File: config.mk
export PLATFORM = sky130hd
export DESIGN_NAME = keyboard_six_key_report_table_top
export DESIGN_NICKNAME = d
export VERILOG_FILES = /design/src/rtl/core/kbr_pkg.sv /design/src/rtl/core/keyboard_six_key_report_table_top.sv /design/src/rtl/core/kbr_cell.sv
export SDC_FILE = /design/constraint.sdc
export NUM_CORES = 1
export LEC_CHECK = 0
export ABC_AREA = 1
export ABC_CLOCK_PERIOD_IN_PS = 1450
export BUFFER_PORTS_ARGS = -buffer_cell sky130_fd_sc_hd__buf_4
export CAP_MARGIN = 40
export CORE_MARGIN = 8
export CORE_UTILIZATION = 52
export DETAILED_ROUTE_END_ITERATION = 16
export PLACE_DENSITY_LB_ADDON = 0.05
export SLEW_MARGIN = 20
export SYNTH_ARGS = -nofsm -noshare
export SYNTH_HDL_FRONTEND = slang
export SYNTH_SLANG_ARGS = --single-unit
File: constraint.sdc
create_clock -name clk -period 1.45 [get_ports clk]
set_input_delay 0.29 -clock clk [delete_from_list [all_inputs] [get_ports clk]]
set_output_delay 0.29 -clock clk [all_outputs]
set_load 0.1 [all_outputs]
File: src/rtl/core/kbr_pkg.sv
// Package for the six-key keyboard report table.
// Holds the event and status codes, the controller states and the cell link types.
// No dependencies.
`timescale 1ns / 1ps

package kbr_pkg;

  localparam logic [2:0] OP_MOD_PRESS   = 3'd0;
  localparam logic [2:0] OP_MOD_RELEASE = 3'd1;
  localparam logic [2:0] OP_KEY_PRESS   = 3'd2;
  localparam logic [2:0] OP_KEY_RELEASE = 3'd3;
  localparam logic [2:0] OP_RELEASE_ALL = 3'd4;

  localparam logic [2:0] STATUS_SENT      = 3'd0;
  localparam logic [2:0] STATUS_HELD      = 3'd1;
  localparam logic [2:0] STATUS_REJECTED  = 3'd2;
  localparam logic [2:0] STATUS_FULL      = 3'd3;
  localparam logic [2:0] STATUS_NOT_FOUND = 3'd4;

  localparam int REPORT_KEYS = 6;

  typedef enum logic [1:0] {
    ST_IDLE,
    ST_EVAL,
    ST_SCAN,
    ST_OUT
  } state_t;

  typedef struct packed {
    logic       vld;
    logic [7:0] code;
    logic       hit;
    logic       free;
  } tok_t;

  typedef struct packed {
    logic       press;
    logic       rel;
    logic       clr_all;
    logic [7:0] code;
  } cmd_t;

endpackage

File: src/rtl/core/keyboard_six_key_report_table_top.sv
// Sequence: an accepted event passes the EVAL and OUT states for modifier, release-all and
// rejected events, and EVAL, SCAN and OUT for key press or release (the token walks the cells).
// Throughput: one event at a time; the next may enter in the cycle after the result transaction.
// Reset: synchronous active-low rst_n empties all slots, clears the modifier mask and the
// ignored keycode, and returns the controller to idle at once.
`timescale 1ns / 1ps

module keyboard_six_key_report_table_top #(
  parameter int KEY_SLOTS = 6
) (
  input  logic        clk,
  input  logic        rst_n,
  input  logic        in_tvalid,
  output logic        in_tready,
  input  logic [15:0] in_tdata,   // code[7:0], link_connected[8], zero[15:9]
  input  logic [2:0]  in_tuser,   // op[2:0]
  output logic        out_tvalid,
  input  logic        out_tready,
  output logic [55:0] out_tdata,  // report_modifiers, report_key_0 .. report_key_5
  output logic [3:0]  out_tuser,  // status[2:0], report_sent[3]
  input  logic        cfg_valid,
  output logic        cfg_ready,
  input  logic [7:0]  cfg_data    // ignored_keycode[7:0]
);

  kbr_pkg::state_t state_r, state_nxt;

  logic [2:0] op_r;
  logic [7:0] code_r;
  logic       link_r;
  logic [7:0] ign_r;
  logic [7:0] mod_r, mod_nxt;
  logic [2:0] status_r, status_nxt;

  kbr_pkg::tok_t tok_w [KEY_SLOTS+1];
  kbr_pkg::cmd_t cmd;
  logic [7:0]    slot_w [KEY_SLOTS];

  logic key_op;
  logic rejected;
  logic scan_done;

  assign key_op   = (op_r == kbr_pkg::OP_KEY_PRESS) || (op_r == kbr_pkg::OP_KEY_RELEASE);
  assign rejected = !link_r
                 || !(op_r inside {kbr_pkg::OP_MOD_PRESS, kbr_pkg::OP_MOD_RELEASE,
                                   kbr_pkg::OP_KEY_PRESS, kbr_pkg::OP_KEY_RELEASE,
                                   kbr_pkg::OP_RELEASE_ALL})
                 || ((op_r != kbr_pkg::OP_RELEASE_ALL) && (code_r == 8'd0))
                 || ((op_r == kbr_pkg::OP_KEY_PRESS) && (code_r == ign_r));
  assign scan_done = tok_w[KEY_SLOTS].vld;

  always_comb begin
    state_nxt = state_r;
    case (state_r)
      kbr_pkg::ST_IDLE: begin
        if (in_tvalid) begin
          state_nxt = kbr_pkg::ST_EVAL;
        end
      end
      kbr_pkg::ST_EVAL: begin
        state_nxt = (!rejected && key_op) ? kbr_pkg::ST_SCAN : kbr_pkg::ST_OUT;
      end
      kbr_pkg::ST_SCAN: begin
        if (scan_done) begin
          state_nxt = kbr_pkg::ST_OUT;
        end
      end
      kbr_pkg::ST_OUT: begin
        if (out_tready) begin
          state_nxt = kbr_pkg::ST_IDLE;
        end
      end
      default: state_nxt = kbr_pkg::ST_IDLE;
    endcase
  end

  always_comb begin
    in_tready   = 1'b0;
    out_tvalid  = 1'b0;
    tok_w[0]    = '{vld: 1'b0, code: code_r, hit: 1'b0, free: 1'b0};
    cmd         = '{press: 1'b0, rel: 1'b0, clr_all: 1'b0, code: code_r};
    mod_nxt     = mod_r;
    status_nxt  = status_r;
    case (state_r)
      kbr_pkg::ST_IDLE: begin
        in_tready = 1'b1;
      end
      kbr_pkg::ST_EVAL: begin
        if (rejected) begin
          status_nxt = kbr_pkg::STATUS_REJECTED;
        end else begin
          status_nxt = kbr_pkg::STATUS_SENT;
          case (op_r)
            kbr_pkg::OP_MOD_PRESS:   mod_nxt = mod_r | code_r;
            kbr_pkg::OP_MOD_RELEASE: mod_nxt = mod_r & ~code_r;
            kbr_pkg::OP_RELEASE_ALL: begin
              mod_nxt     = 8'd0;
              cmd.clr_all = 1'b1;
            end
            default: tok_w[0].vld = 1'b1;
          endcase
        end
      end
      kbr_pkg::ST_SCAN: begin
        if (scan_done) begin
          if (op_r == kbr_pkg::OP_KEY_PRESS) begin
            if (tok_w[KEY_SLOTS].hit) begin
              status_nxt = kbr_pkg::STATUS_HELD;
            end else if (tok_w[KEY_SLOTS].free) begin
              status_nxt = kbr_pkg::STATUS_SENT;
              cmd.press  = 1'b1;
            end else begin
              status_nxt = kbr_pkg::STATUS_FULL;
            end
          end else begin
            if (tok_w[KEY_SLOTS].hit) begin
              status_nxt = kbr_pkg::STATUS_SENT;
              cmd.rel    = 1'b1;
            end else begin
              status_nxt = kbr_pkg::STATUS_NOT_FOUND;
            end
          end
        end
      end
      kbr_pkg::ST_OUT: begin
        out_tvalid = 1'b1;
      end
      default: begin
        in_tready = 1'b0;
      end
    endcase
  end

  always_ff @(posedge clk) begin
    if (!rst_n) begin
      state_r <= kbr_pkg::ST_IDLE;
      ign_r   <= 8'd0;
      mod_r   <= 8'd0;
    end else begin
      state_r <= state_nxt;
      mod_r   <= mod_nxt;
      if (cfg_valid) begin
        ign_r <= cfg_data;
      end
    end
  end

  always_ff @(posedge clk) begin
    status_r <= status_nxt;
    if (in_tvalid && in_tready) begin
      op_r   <= in_tuser;
      code_r <= in_tdata[7:0];
      link_r <= in_tdata[8];
    end
  end

  assign cfg_ready = 1'b1;

  for (genvar i = 0; i < KEY_SLOTS; i++) begin : g_cell
    kbr_cell u_cell (
      .clk    (clk),
      .rst_n  (rst_n),
      .tok_i  (tok_w[i]),
      .tok_o  (tok_w[i+1]),
      .cmd_i  (cmd),
      .slot_o (slot_w[i])
    );
  end

  assign out_tdata[7:0] = mod_r;
  for (genvar k = 0; k < kbr_pkg::REPORT_KEYS; k++) begin : g_key
    if (k < KEY_SLOTS) begin : g_used
      assign out_tdata[8*k+15:8*k+8] = slot_w[k];
    end else begin : g_empty
      assign out_tdata[8*k+15:8*k+8] = 8'd0;
    end
  end

  assign out_tuser[2:0] = status_r;
  assign out_tuser[3]   = (status_r == kbr_pkg::STATUS_SENT);

endmodule

File: src/rtl/core/kbr_cell.sv
// One key slot of the report table with its stage of the search token.
// Depends on kbr_pkg for the token and command types.
`timescale 1ns / 1ps

module kbr_cell (
  input  logic          clk,
  input  logic          rst_n,
  input  kbr_pkg::tok_t tok_i,
  output kbr_pkg::tok_t tok_o,
  input  kbr_pkg::cmd_t cmd_i,
  output logic [7:0]    slot_o
);

  logic [7:0]    slot_r, slot_nxt;
  logic          first_r, first_nxt;
  kbr_pkg::tok_t tok_r, tok_nxt;

  always_comb begin
    tok_nxt      = tok_i;
    tok_nxt.hit  = tok_i.hit | (slot_r == tok_i.code);
    tok_nxt.free = tok_i.free | (slot_r == 8'd0);
    first_nxt    = tok_i.vld ? ((slot_r == 8'd0) && !tok_i.free) : first_r;
  end

  always_comb begin
    if (cmd_i.clr_all) begin
      slot_nxt = 8'd0;
    end else if (cmd_i.press && first_r) begin
      slot_nxt = cmd_i.code;
    end else if (cmd_i.rel && (slot_r == cmd_i.code)) begin
      slot_nxt = 8'd0;
    end else begin
      slot_nxt = slot_r;
    end
  end

  always_ff @(posedge clk) begin
    if (!rst_n) begin
      slot_r    <= 8'd0;
      tok_r.vld <= 1'b0;
    end else begin
      slot_r <= slot_nxt;
      tok_r  <= tok_nxt;
    end
  end

  always_ff @(posedge clk) begin
    first_r <= first_nxt;
  end

  assign tok_o  = tok_r;
  assign slot_o = slot_r;

endmodule
==> results.yml, run 1 <==
worst_hold_path:
  min_path_cells: 1
  hp-class: "in2reg"
power_and_ir_drop:
  powerDensity_mw_per_mm2: 1210
  ir_drop_mv: 0.847
  p_sw_frac: 0.316
  combPwrFrac: 0.283
  pwr-share-seq: 0.382
  p_clk_frac: 0.334
  intPower_mw: 8.56
  power_leakage_nw: 4.27
  power_mw: 12.5
  switchingPower_mw: 3.94
logic_synthesis:
  syn_area_mm2: 0.00705
  synthSimpleGateAreaFrac: 0.258
  synth_compound_area_frac: 0.0465
  ys_seq_elements: 145
  synth_fa_ha_area_frac: 0.00710
  ys_async_sr_fraction: 0
  synth_mux_area_frac: 0
  synth_xor_area_frac: 0.0907
  synthFlopType: "edfxtp_1"
  synth-edff-count: 73
  yosysTopAreaCellShare: 0.311
  synth_top_family_by_area: "simple AND/OR/NAND/NOR gates"
  syn_nets: 841
  ys_types: 37
  yosys.cell_count.top_type: "nand2_1"
  yosysWarnings: 0
  syn_area_per_cell_um2: 8.76
  post-synth-top-area-cell: "edfxtp_1"
  synth_common_cells: "nand2_1 (178), inv_1 (95), edfxtp_1 (73)"
  netlist_instances: 805
  yosys-top-cells-area: "edfxtp_1 (31%), dfxtp_1 (20%), nand2_1 (9.5%), xnor2_1 (5.8%), inv_1 (5.1%)"
  seq_area_frac_synth: 0.516
setup_path:
  slowest_stage: "edfxtp_1"
  reg2reg_depth: 10
  cp_common_cell: "buf_12"
  critical_path_arrival_ps: 2110
  critPathMaxFanout: 8
  required_ps: 1770
  start_kind: "flop"
  cp-end-kind: "flop"
  crit_path_cell_trace: "buf_12 -> buf_12 -> buf_6 -> xor2_2 -> nor3_2 -> nand3_2 -> nand3_1 -> nand2_1 -> inv_1 -> nor2_4"
  slowest_delay_ps: 410
  critPathKind: "reg2reg"
sta:
  setup_viol: 64
  max_freq_mhz: 557
  fin_hold_ws_ps: 37.3
  hold_viol: 0
  setup_ws_ps: -345
  finalSetupTns_ps: -17130
  finalCriticalPeriod_ps: 1800
  rsz0062_at_grt: "true"
  finClkSkew_ps: 4.75
  finalCritPeriodShare: 1.24
  slew_viol_final: 0
cells_and_area:
  final_cell_count_no_fill: 1168
  fin_util: 0.777
  nFillCells: 860
  final_area_mm2: 0.0103
  finalNetCount: 1015
  syn_to_final_growth_pct: 46.1
  drive_gt1_frac: 0.443
  diodes: 0
floorplanning:
  core_mm2: 0.0132
  die_width_um: 132
  die_area_mm2: 0.0175
  initial_core_util: 0.532
  num_rows: 42
  design.portCount: 95
  die_y_um: 132
grt:
  grt_util_all_layers: 0.219
  antenna_found_initial: 0
  grt_max_degree: 28
  grt_pass1_wl_um: 30600
  overflow: 0
  grt_pass1_vias: 6063
clock_tree:
  clkLatencyLatePin_ps: 420
  cts_max_level: 4
  cts_buffers: 17
  cts_tree: "built"
  hold_buffers: 0
  clkTransAtPathRegs_ps: 60
  cts-root-buf: "clkbuf_16"
  cts_buffer_depth: 2
  numClockSinks: 145
placement:
  placed_cell_area_mm2: 0.00875
  dpl.hpwl_um: 13800
  pre_cts_ws_ps: -314
  placed_cells: 1118
  numPortBuffers: 86
  place_congestion: 0.901
outcome:
  violations: "negative setup slack"
  status: "complete, but fails checks"
drt:
  routed_wirelength_um: 21200
  wire_per_inst_um: 18.1
  drt_iter0_markers: 484
  drt-pass1-iter-count: 5
  vias: 6258
  drcViolationCount: 0
  drt-vias-per-instance: 5.36
  postRouteAntennaNets: 0
run:
  maxCapViolCount: 0
-- final timing paths --
kind	start	to	slack [ps]
worst max-delay path	code_r[0]	g_cell[2].u_cell.slot_o[3]	-350
worst min register to register	g_cell[4].u_cell.tok_o[10]	g_cell[5].u_cell.tok_o[10]	450
worst max register to register	code_r[0]	g_cell[2].u_cell.slot_o[3]	-350
worst min-delay path	in_tdata[3]	code_r[3]	40
-- cells by family after synthesis --
| family | Yosys count |
|---|---|
| AND/OR/NAND/NOR | 397 |
| XOR/XNOR | 73 |
| other | 1 |
| flip-flops | 145 |
| adder cells (fa/ha/maj) | 4 |
| buffers and inverters | 131 |
| AO/OA/AOI/OAI | 54 |
-- area by class of cell --
class,count,area (um2),area share
flip-flops and latches,145,3810,0.370
repair buffers,178,1770,0.172
clock buffers,20,457,0.0444
inverters,108,433,0.0421
well taps,176,220,0.0214
multi-input cells,529,3490,0.339
clock inverters,12,109,0.0106
-- sequential cells by signal (all words and copies together) (netlist names) --
register,count
ign_r,8
g_cell.u_cell.tok_o,58
link_r,1
state_r,2
op_r,3
g_cell.u_cell.first_r,6
status_r,3
g_cell.u_cell.slot_o,48
code_r,8
mod_r,8
-- timing repair --
item / in CTS / in global routing
gates cloned: 0 / 4
setup endpoints to repair: 75 / 79
setup buffers: 3 / 13
resized for setup: 38 / 152
pin swaps: 6 / 39
-- critical path: cells and delay by family, from the launching register on --
family | cells | cell delay [ps]
buffers and inverters | 4 | 530
AND/OR/NAND/NOR | 5 | 600
flip-flops | 1 | 410
XOR/XNOR | 1 | 140
-- placed cells by master, fill, tap and decap left out, types with 16 or more instances in the layout --
cell,count
inv_2,22
dfxtp_4,42
edfxtp_1,73
dfxtp_2,16
buf_12,21
inv_1,76
xor2_1,24
nand3_2,26
clkbuf_16,20
o21ai_0,18
buf_4,124
nor2_1,40
buf_6,25
nand2_1,168
nand3_1,41
nor2_4,24
or2_2,16
nor2_2,17
xnor2_1,36
-- per-layer routing --
| metal | global-route usage | vias to the layer above | wire length [um] |
|---|---|---|---|
| met5 | 0 | - | 0 |
| met3 | 0.0519 | 57 | 1310 |
| li1 | - | 2966 | - |
| met2 | 0.366 | 245 | 10700 |
| met4 | 0.0890 | 0 | 582 |
| met1 | 0.265 | 2990 | 8630 |
-- power groups by stage --
| stage | registers [mW] | clock network (mW) | logic (mW) |
|---|---|---|---|
| floorplan | 5.07 | 0 | 1.55 |
| global placement | 4.83 | 0 | 2.73 |
| detailed placement | 4.84 | 0 | 2.78 |
| CTS | 4.76 | 4.22 | 3.00 |
| global route | 4.80 | 4.40 | 3.72 |
| finish | 4.78 | 4.18 | 3.54 |
No activity file was read; power rests on OpenSTA's default activity.
==> run 2: changes to the inputs <==
--- a/config.mk
+++ b/config.mk
@@ -6,7 +6,7 @@
 export NUM_CORES = 1
 export LEC_CHECK = 0
 export ABC_AREA = 1
-export ABC_CLOCK_PERIOD_IN_PS = 1450
+export ABC_CLOCK_PERIOD_IN_PS = 1570
 export BUFFER_PORTS_ARGS = -buffer_cell sky130_fd_sc_hd__buf_4
 export CAP_MARGIN = 40
 export CORE_MARGIN = 8
==> constraint.sdc (replaced) <==
create_clock -name clk -period 1.57 [get_ports clk]
set_input_delay 0.314 -clock clk [delete_from_list [all_inputs] [get_ports clk]]
set_output_delay 0.314 -clock clk [all_outputs]
set_load 0.1 [all_outputs]
==> run 2 against run 1 <==
Net effect: highest routed layer unchanged; first-iteration DRC count decreased by 18%; non-clock buffer count down 5; the run still ends with negative setup slack left; worst hold slack better by 29 ps; power fell by 8.2%; clock-buffer cell count down 1; register-to-register slack improved by 100 ps; flip-flop and latch count did not move; die area stayed put; clock skew up 1.9 ps; critical path type unchanged; core utilization is 3.8 points lower; cell count is 0.43% lower.
==> results.yml, run 2 (synthesized netlist as in run 1, its figures left out) <==
outcome:
  status: "complete, but fails checks"
  violations: "negative setup slack"
cells_and_area:
  syn_to_final_growth_pct: 38.9
  drive_gt1_frac: 0.390
  largest_reg_flops: 58
  final_common_cell: "nand2_1"
  final_cell_count_no_fill: 1163
  nFillCells: 978
  diodes: 0
  finalNetCount: 1010
  fin_util: 0.739
  mostFrequentLayoutCells: "nand2_1 (162), buf_4 (140), inv_1 (77)"
sta:
  finalCriticalPeriod_ps: 1810
  hold_viol: 0
  finClkSkew_ps: 6.61
  rsz0062_at_grt: "true"
  setup_ws_ps: -244
  setup_viol: 60
  slew_viol_final: 0
  finalCritPeriodShare: 1.16
  finalSetupTns_ps: -11170
  fin_hold_ws_ps: 66.2
  max_freq_mhz: 551
power_and_ir_drop:
  ir_drop_mv: 0.964
  powerDensity_mw_per_mm2: 1170
  power_leakage_nw: 4.15
clock_tree:
  cts_buffers: 17
  numClockSinks: 145
  hold_buffers: 0
  cts_max_level: 4
  cts-root-buf: "clkbuf_16"
  cts_tree: "built"
  cts_buffer_depth: 2
  clkTransAtPathRegs_ps: 60
  clkLatencyLatePin_ps: 420
worst_hold_path:
  hp-class: "in2reg"
grt:
  grt_util_met3: 0.0443
  grt_util_all_layers: 0.216
  grt_pass1_vias: 6178
  grt_pass1_wl_um: 30400
  grt_use_met1: 0.259
  grt_max_degree: 27
  top_usage_layer: "met2"
  overflow: 0
  antenna_found_initial: 0
  use_met2: 0.360
setup_path:
  cp-end-kind: "flop"
  start_kind: "flop"
  critPathKind: "reg2reg"
  critPathMaxFanout: 24
  critical_path_arrival_ps: 2160
  required_ps: 1920
floorplanning:
  die_area_mm2: 0.0175
  initial_core_util: 0.532
  core_mm2: 0.0132
  num_rows: 42
  die_y_um: 132
  design.portCount: 95
  die_width_um: 132
drt:
  wire_per_inst_um: 16.7
  drcViolationCount: 0
  drt_iter0_markers: 398
  postRouteAntennaNets: 0
  drt-vias-per-instance: 5.29
  drt-pass1-iter-count: 5
  routed_wirelength_um: 19400
  vias: 6147
placement:
  placed_cells: 1109
  place_congestion: 0.868
  numPortBuffers: 86
  dpl.hpwl_um: 13200
  pre_cts_ws_ps: -235
run:
  maxCapViolCount: 0
## run 2: changes by cell type in the layout (fill, tap and decap cells not counted), sizes merged
| cell | before | now |
|---|---|---|
| clkinv | 8 | 11 |
| inv | 107 | 106 |
| clkbuf | 23 | 19 |
| buf | 175 | 173 |
| clkinvlp | 4 | 1 |
| bufinv | 1 | 3 |
## run 2: critical path, cell delays in order, from the launching register on
cell and delay [ps]:
edfxtp_1 460, buf_6 180, xnor2_4 150, nand2_1 70
nor2_1 110, nand3_1 100, nand2_1 110, inv_2 70
nand3_4 80, nand2_8 100, buf_12 190, nor2_1 120
## run 2: area by class of cell
cell class | count | area (um2) | share of cell area
timing repair buffer | 173 | 1570 | 0.161
tap | 176 | 220 | 0.0225
inverter | 108 | 413 | 0.0422
multi-input combinational | 529 | 3230 | 0.330
clock buffer | 19 | 433 | 0.0442
clock inverter | 13 | 144 | 0.0147
sequential | 145 | 3780 | 0.386
## run 2: per-stage QoR
stage | power (mW) | instance area, um2
finish | 11.5 | 9790
global route | 11.9 | 9790
CTS | 11.3 | 9500
detailed placement | 6.92 | 8530
global placement | 6.85 | 8530
floorplan | 6.07 | 7280
## run 2: per-layer routing
layer,routed length [um],vias to the layer above,part of all wire
met1,8120,2912,0.42
met5,0,-,0
met4,726,0,0.037
met2,9510,240,0.49
li1,-,2940,-
met3,1070,55,0.055
## run 2: path summary, 6_finish.rpt
kind | end | cells past startpoint | slack (ps) | startpoint
worst min-delay path | op_r[1] | 1 | 70 | in_tuser[1]
worst max register to register | g_cell[5].u_cell.slot_o[4] | 11 | -240 | code_r[6]
worst max-delay path | g_cell[5].u_cell.slot_o[4] | 11 | -240 | code_r[6]
worst min register to register | g_cell[5].u_cell.tok_o[10] | 2 | 450 | g_cell[4].u_cell.tok_o[10]
## run 2: what timing repair did
action	4_1_cts	5_1_grt
setup endpoints to repair	61	66
gates resized for setup	60	73
cloned	2	0
buffers inserted	17	7
hold endpoints to repair	0	0
pin swaps	13	34
## run 2: power breakdown
| group | leakage, nW | switching, mW | internal (mW) |
|---|---|---|---|
| sequential | 1.30 | 0.198 | 4.23 |
| clock | 0.278 | 1.53 | 2.47 |
| combinational | 2.56 | 1.75 | 1.29 |
| total | 4.15 | 3.48 | 7.99 |
==> run 3: changes to the inputs <==
--- a/config.mk
+++ b/config.mk
@@ -9,8 +9,9 @@
 export ABC_CLOCK_PERIOD_IN_PS = 1570
 export BUFFER_PORTS_ARGS = -buffer_cell sky130_fd_sc_hd__buf_4
 export CAP_MARGIN = 40
-export CORE_MARGIN = 8
+export CORE_MARGIN = 2
 export CORE_UTILIZATION = 52
+export CTS_CLUSTER_SIZE = 40
 export DETAILED_ROUTE_END_ITERATION = 16
 export PLACE_DENSITY_LB_ADDON = 0.05
 export SLEW_MARGIN = 20
==> run 3 against run 2 <==
Net effect: the flow still finishes with violations (negative setup slack); first-iteration DRC count increased by 22%; flip-flop and latch count did not move; non-clock buffer count shrank 9; worst hold slack better by 3.0 ps.
==> results.yml, run 3 (synthesized netlist as in run 1, its figures left out) <==
outcome:
  status: "complete, but fails checks"
  violations: "negative setup slack"
power_and_ir_drop:
  power_leakage_nw: 4.14
  ir_drop_mv: 0.811
  powerDensity_mw_per_mm2: 1190
  power_mw: 11.7
grt:
  antenna_found_initial: 0
  grt_pass1_vias: 5868
  grt_pass1_wl_um: 29400
  grt_max_degree: 38
  grt_util_all_layers: 0.266
  overflow: 0
drt:
  drt-vias-per-instance: 5.21
  drt_iter0_markers: 485
  postRouteAntennaNets: 0
  drt-pass1-iter-count: 5
  drcViolationCount: 0
  routed_wirelength_um: 19100
  wire_per_inst_um: 16.5
  vias: 6008
clock_tree:
  cts_tree: "built"
  cts_buffer_depth: 2
  cts-root-buf: "clkbuf_16"
  numClockSinks: 145
  cts_max_level: 4
  cts_buffers: 17
  clkLatencyLatePin_ps: 420
  clkTransAtPathRegs_ps: 60
floorplanning:
  die_width_um: 120
  die_area_mm2: 0.0145
  die_y_um: 120
  core_mm2: 0.0132
  num_rows: 42
  design.portCount: 95
  initial_core_util: 0.532
setup_path:
  critical_path_arrival_ps: 2170
  critPathMaxFanout: 8
  crit_path_start: "code_r[4]"
  r2r-start: "code_r[4]"
  cp-end-kind: "flop"
  start_kind: "flop"
  critPathKind: "reg2reg"
  required_ps: 1920
cells_and_area:
  finalNetCount: 1001
  syn_to_final_growth_pct: 39.5
  final_area_mm2: 0.00983
  drive_gt1_frac: 0.383
  final_cell_count_no_fill: 1154
  nFillCells: 977
  largest_reg_flops: 58
  final_common_cell: "nand2_1"
  mostFrequentLayoutCells: "nand2_1 (167), buf_4 (131), inv_1 (84)"
  diodes: 0
sta:
  rsz0062_at_grt: "true"
  setup_ws_ps: -248
  fin_hold_ws_ps: 69.2
  finalCritPeriodShare: 1.16
  finalSetupTns_ps: -11970
  max_freq_mhz: 550
  finClkSkew_ps: 9.58
  setup_viol: 63
  slew_viol_final: 0
  finalCriticalPeriod_ps: 1820
  hold_viol: 0
placement:
  dpl.hpwl_um: 12700
  placed_cells: 1105
  numPortBuffers: 86
  placed_cell_area_mm2: 0.00854
  place_congestion: 0.895
worst_hold_path:
  hp-class: "in2reg"
  holdCritStartpoint: "in_tdata[6]"
run:
  maxCapViolCount: 0
run 3: cell types whose count changed in the layout (fill, tap and decap cells not counted), sizes merged:
cell	change
clkinvlp	+1
bufinv	+1
clkbuf	-1
buf	-10
inv	+1
clkinv	-1
run 3: where the power goes:
group | internal (mW) | switching [mW]
registers | 4.23 | 0.179
logic | 1.31 | 1.77
clock network | 2.65 | 1.56
total | 8.18 | 3.51
run 3: timing repair:
item                                    in CTS  in global routing
pin swaps                                   22                 26
gates cloned                                 2                  1
setup buffers                               14                  2
hold buffers                                 0                  0
endpoints found under the setup margin      61                 67
gates resized for setup                     77                 55
run 3: layout make-up:
| class | instances | area [um2] | area share |
|---|---|---|---|
| Inverter | 108 | 418 | 0.0425 |
| Clock inverter | 15 | 191 | 0.0195 |
| Multi-Input combinational cell | 529 | 3250 | 0.331 |
| Clock buffer | 17 | 425 | 0.0433 |
| Sequential cell | 145 | 3780 | 0.384 |
| Tap cell | 176 | 220 | 0.0224 |
| Timing Repair Buffer | 164 | 1550 | 0.158 |
run 3: per-layer routing:
| metal | vias up | GRT usage | share of wire |
|---|---|---|---|
| li1 | 2923 | - | - |
| met5 | - | 0 | 0 |
| met2 | 224 | 0.453 | 0.51 |
| met4 | 0 | 0.102 | 0.017 |
| met1 | 2835 | 0.336 | 0.41 |
| met3 | 26 | 0.0476 | 0.060 |
run 3: worst paths after layout:
path,endpoint,slack (ps),depth (start not counted)
setup / recovery,g_cell[4].u_cell.slot_o[3],-250,11
hold / removal,code_r[6],70,1
setup reg to reg,g_cell[4].u_cell.slot_o[3],-250,11
hold reg to reg,g_cell[5].u_cell.tok_o[10],440,2
run 3: through the flow:
stage / setup slack [ps] / utilization
after floorplan: -477 / -
after global placement: -168 / 0.645
after detailed placement: -210 / 0.645
after CTS: -180 / 0.726
after global routing: -294 / 0.743
final: -248 / 0.743
run 3: worst max-delay path: stages (launching register included):
cell and delay (ps):
edfxtp_1 460, buf_6 170, xnor2_2 120, nand2_1 80, nor2_1 90, nand3_1 140
nand2_2 110, inv_2 60, nand3_4 80, nand2_8 100, clkbuf_16 220, nor2_2 110
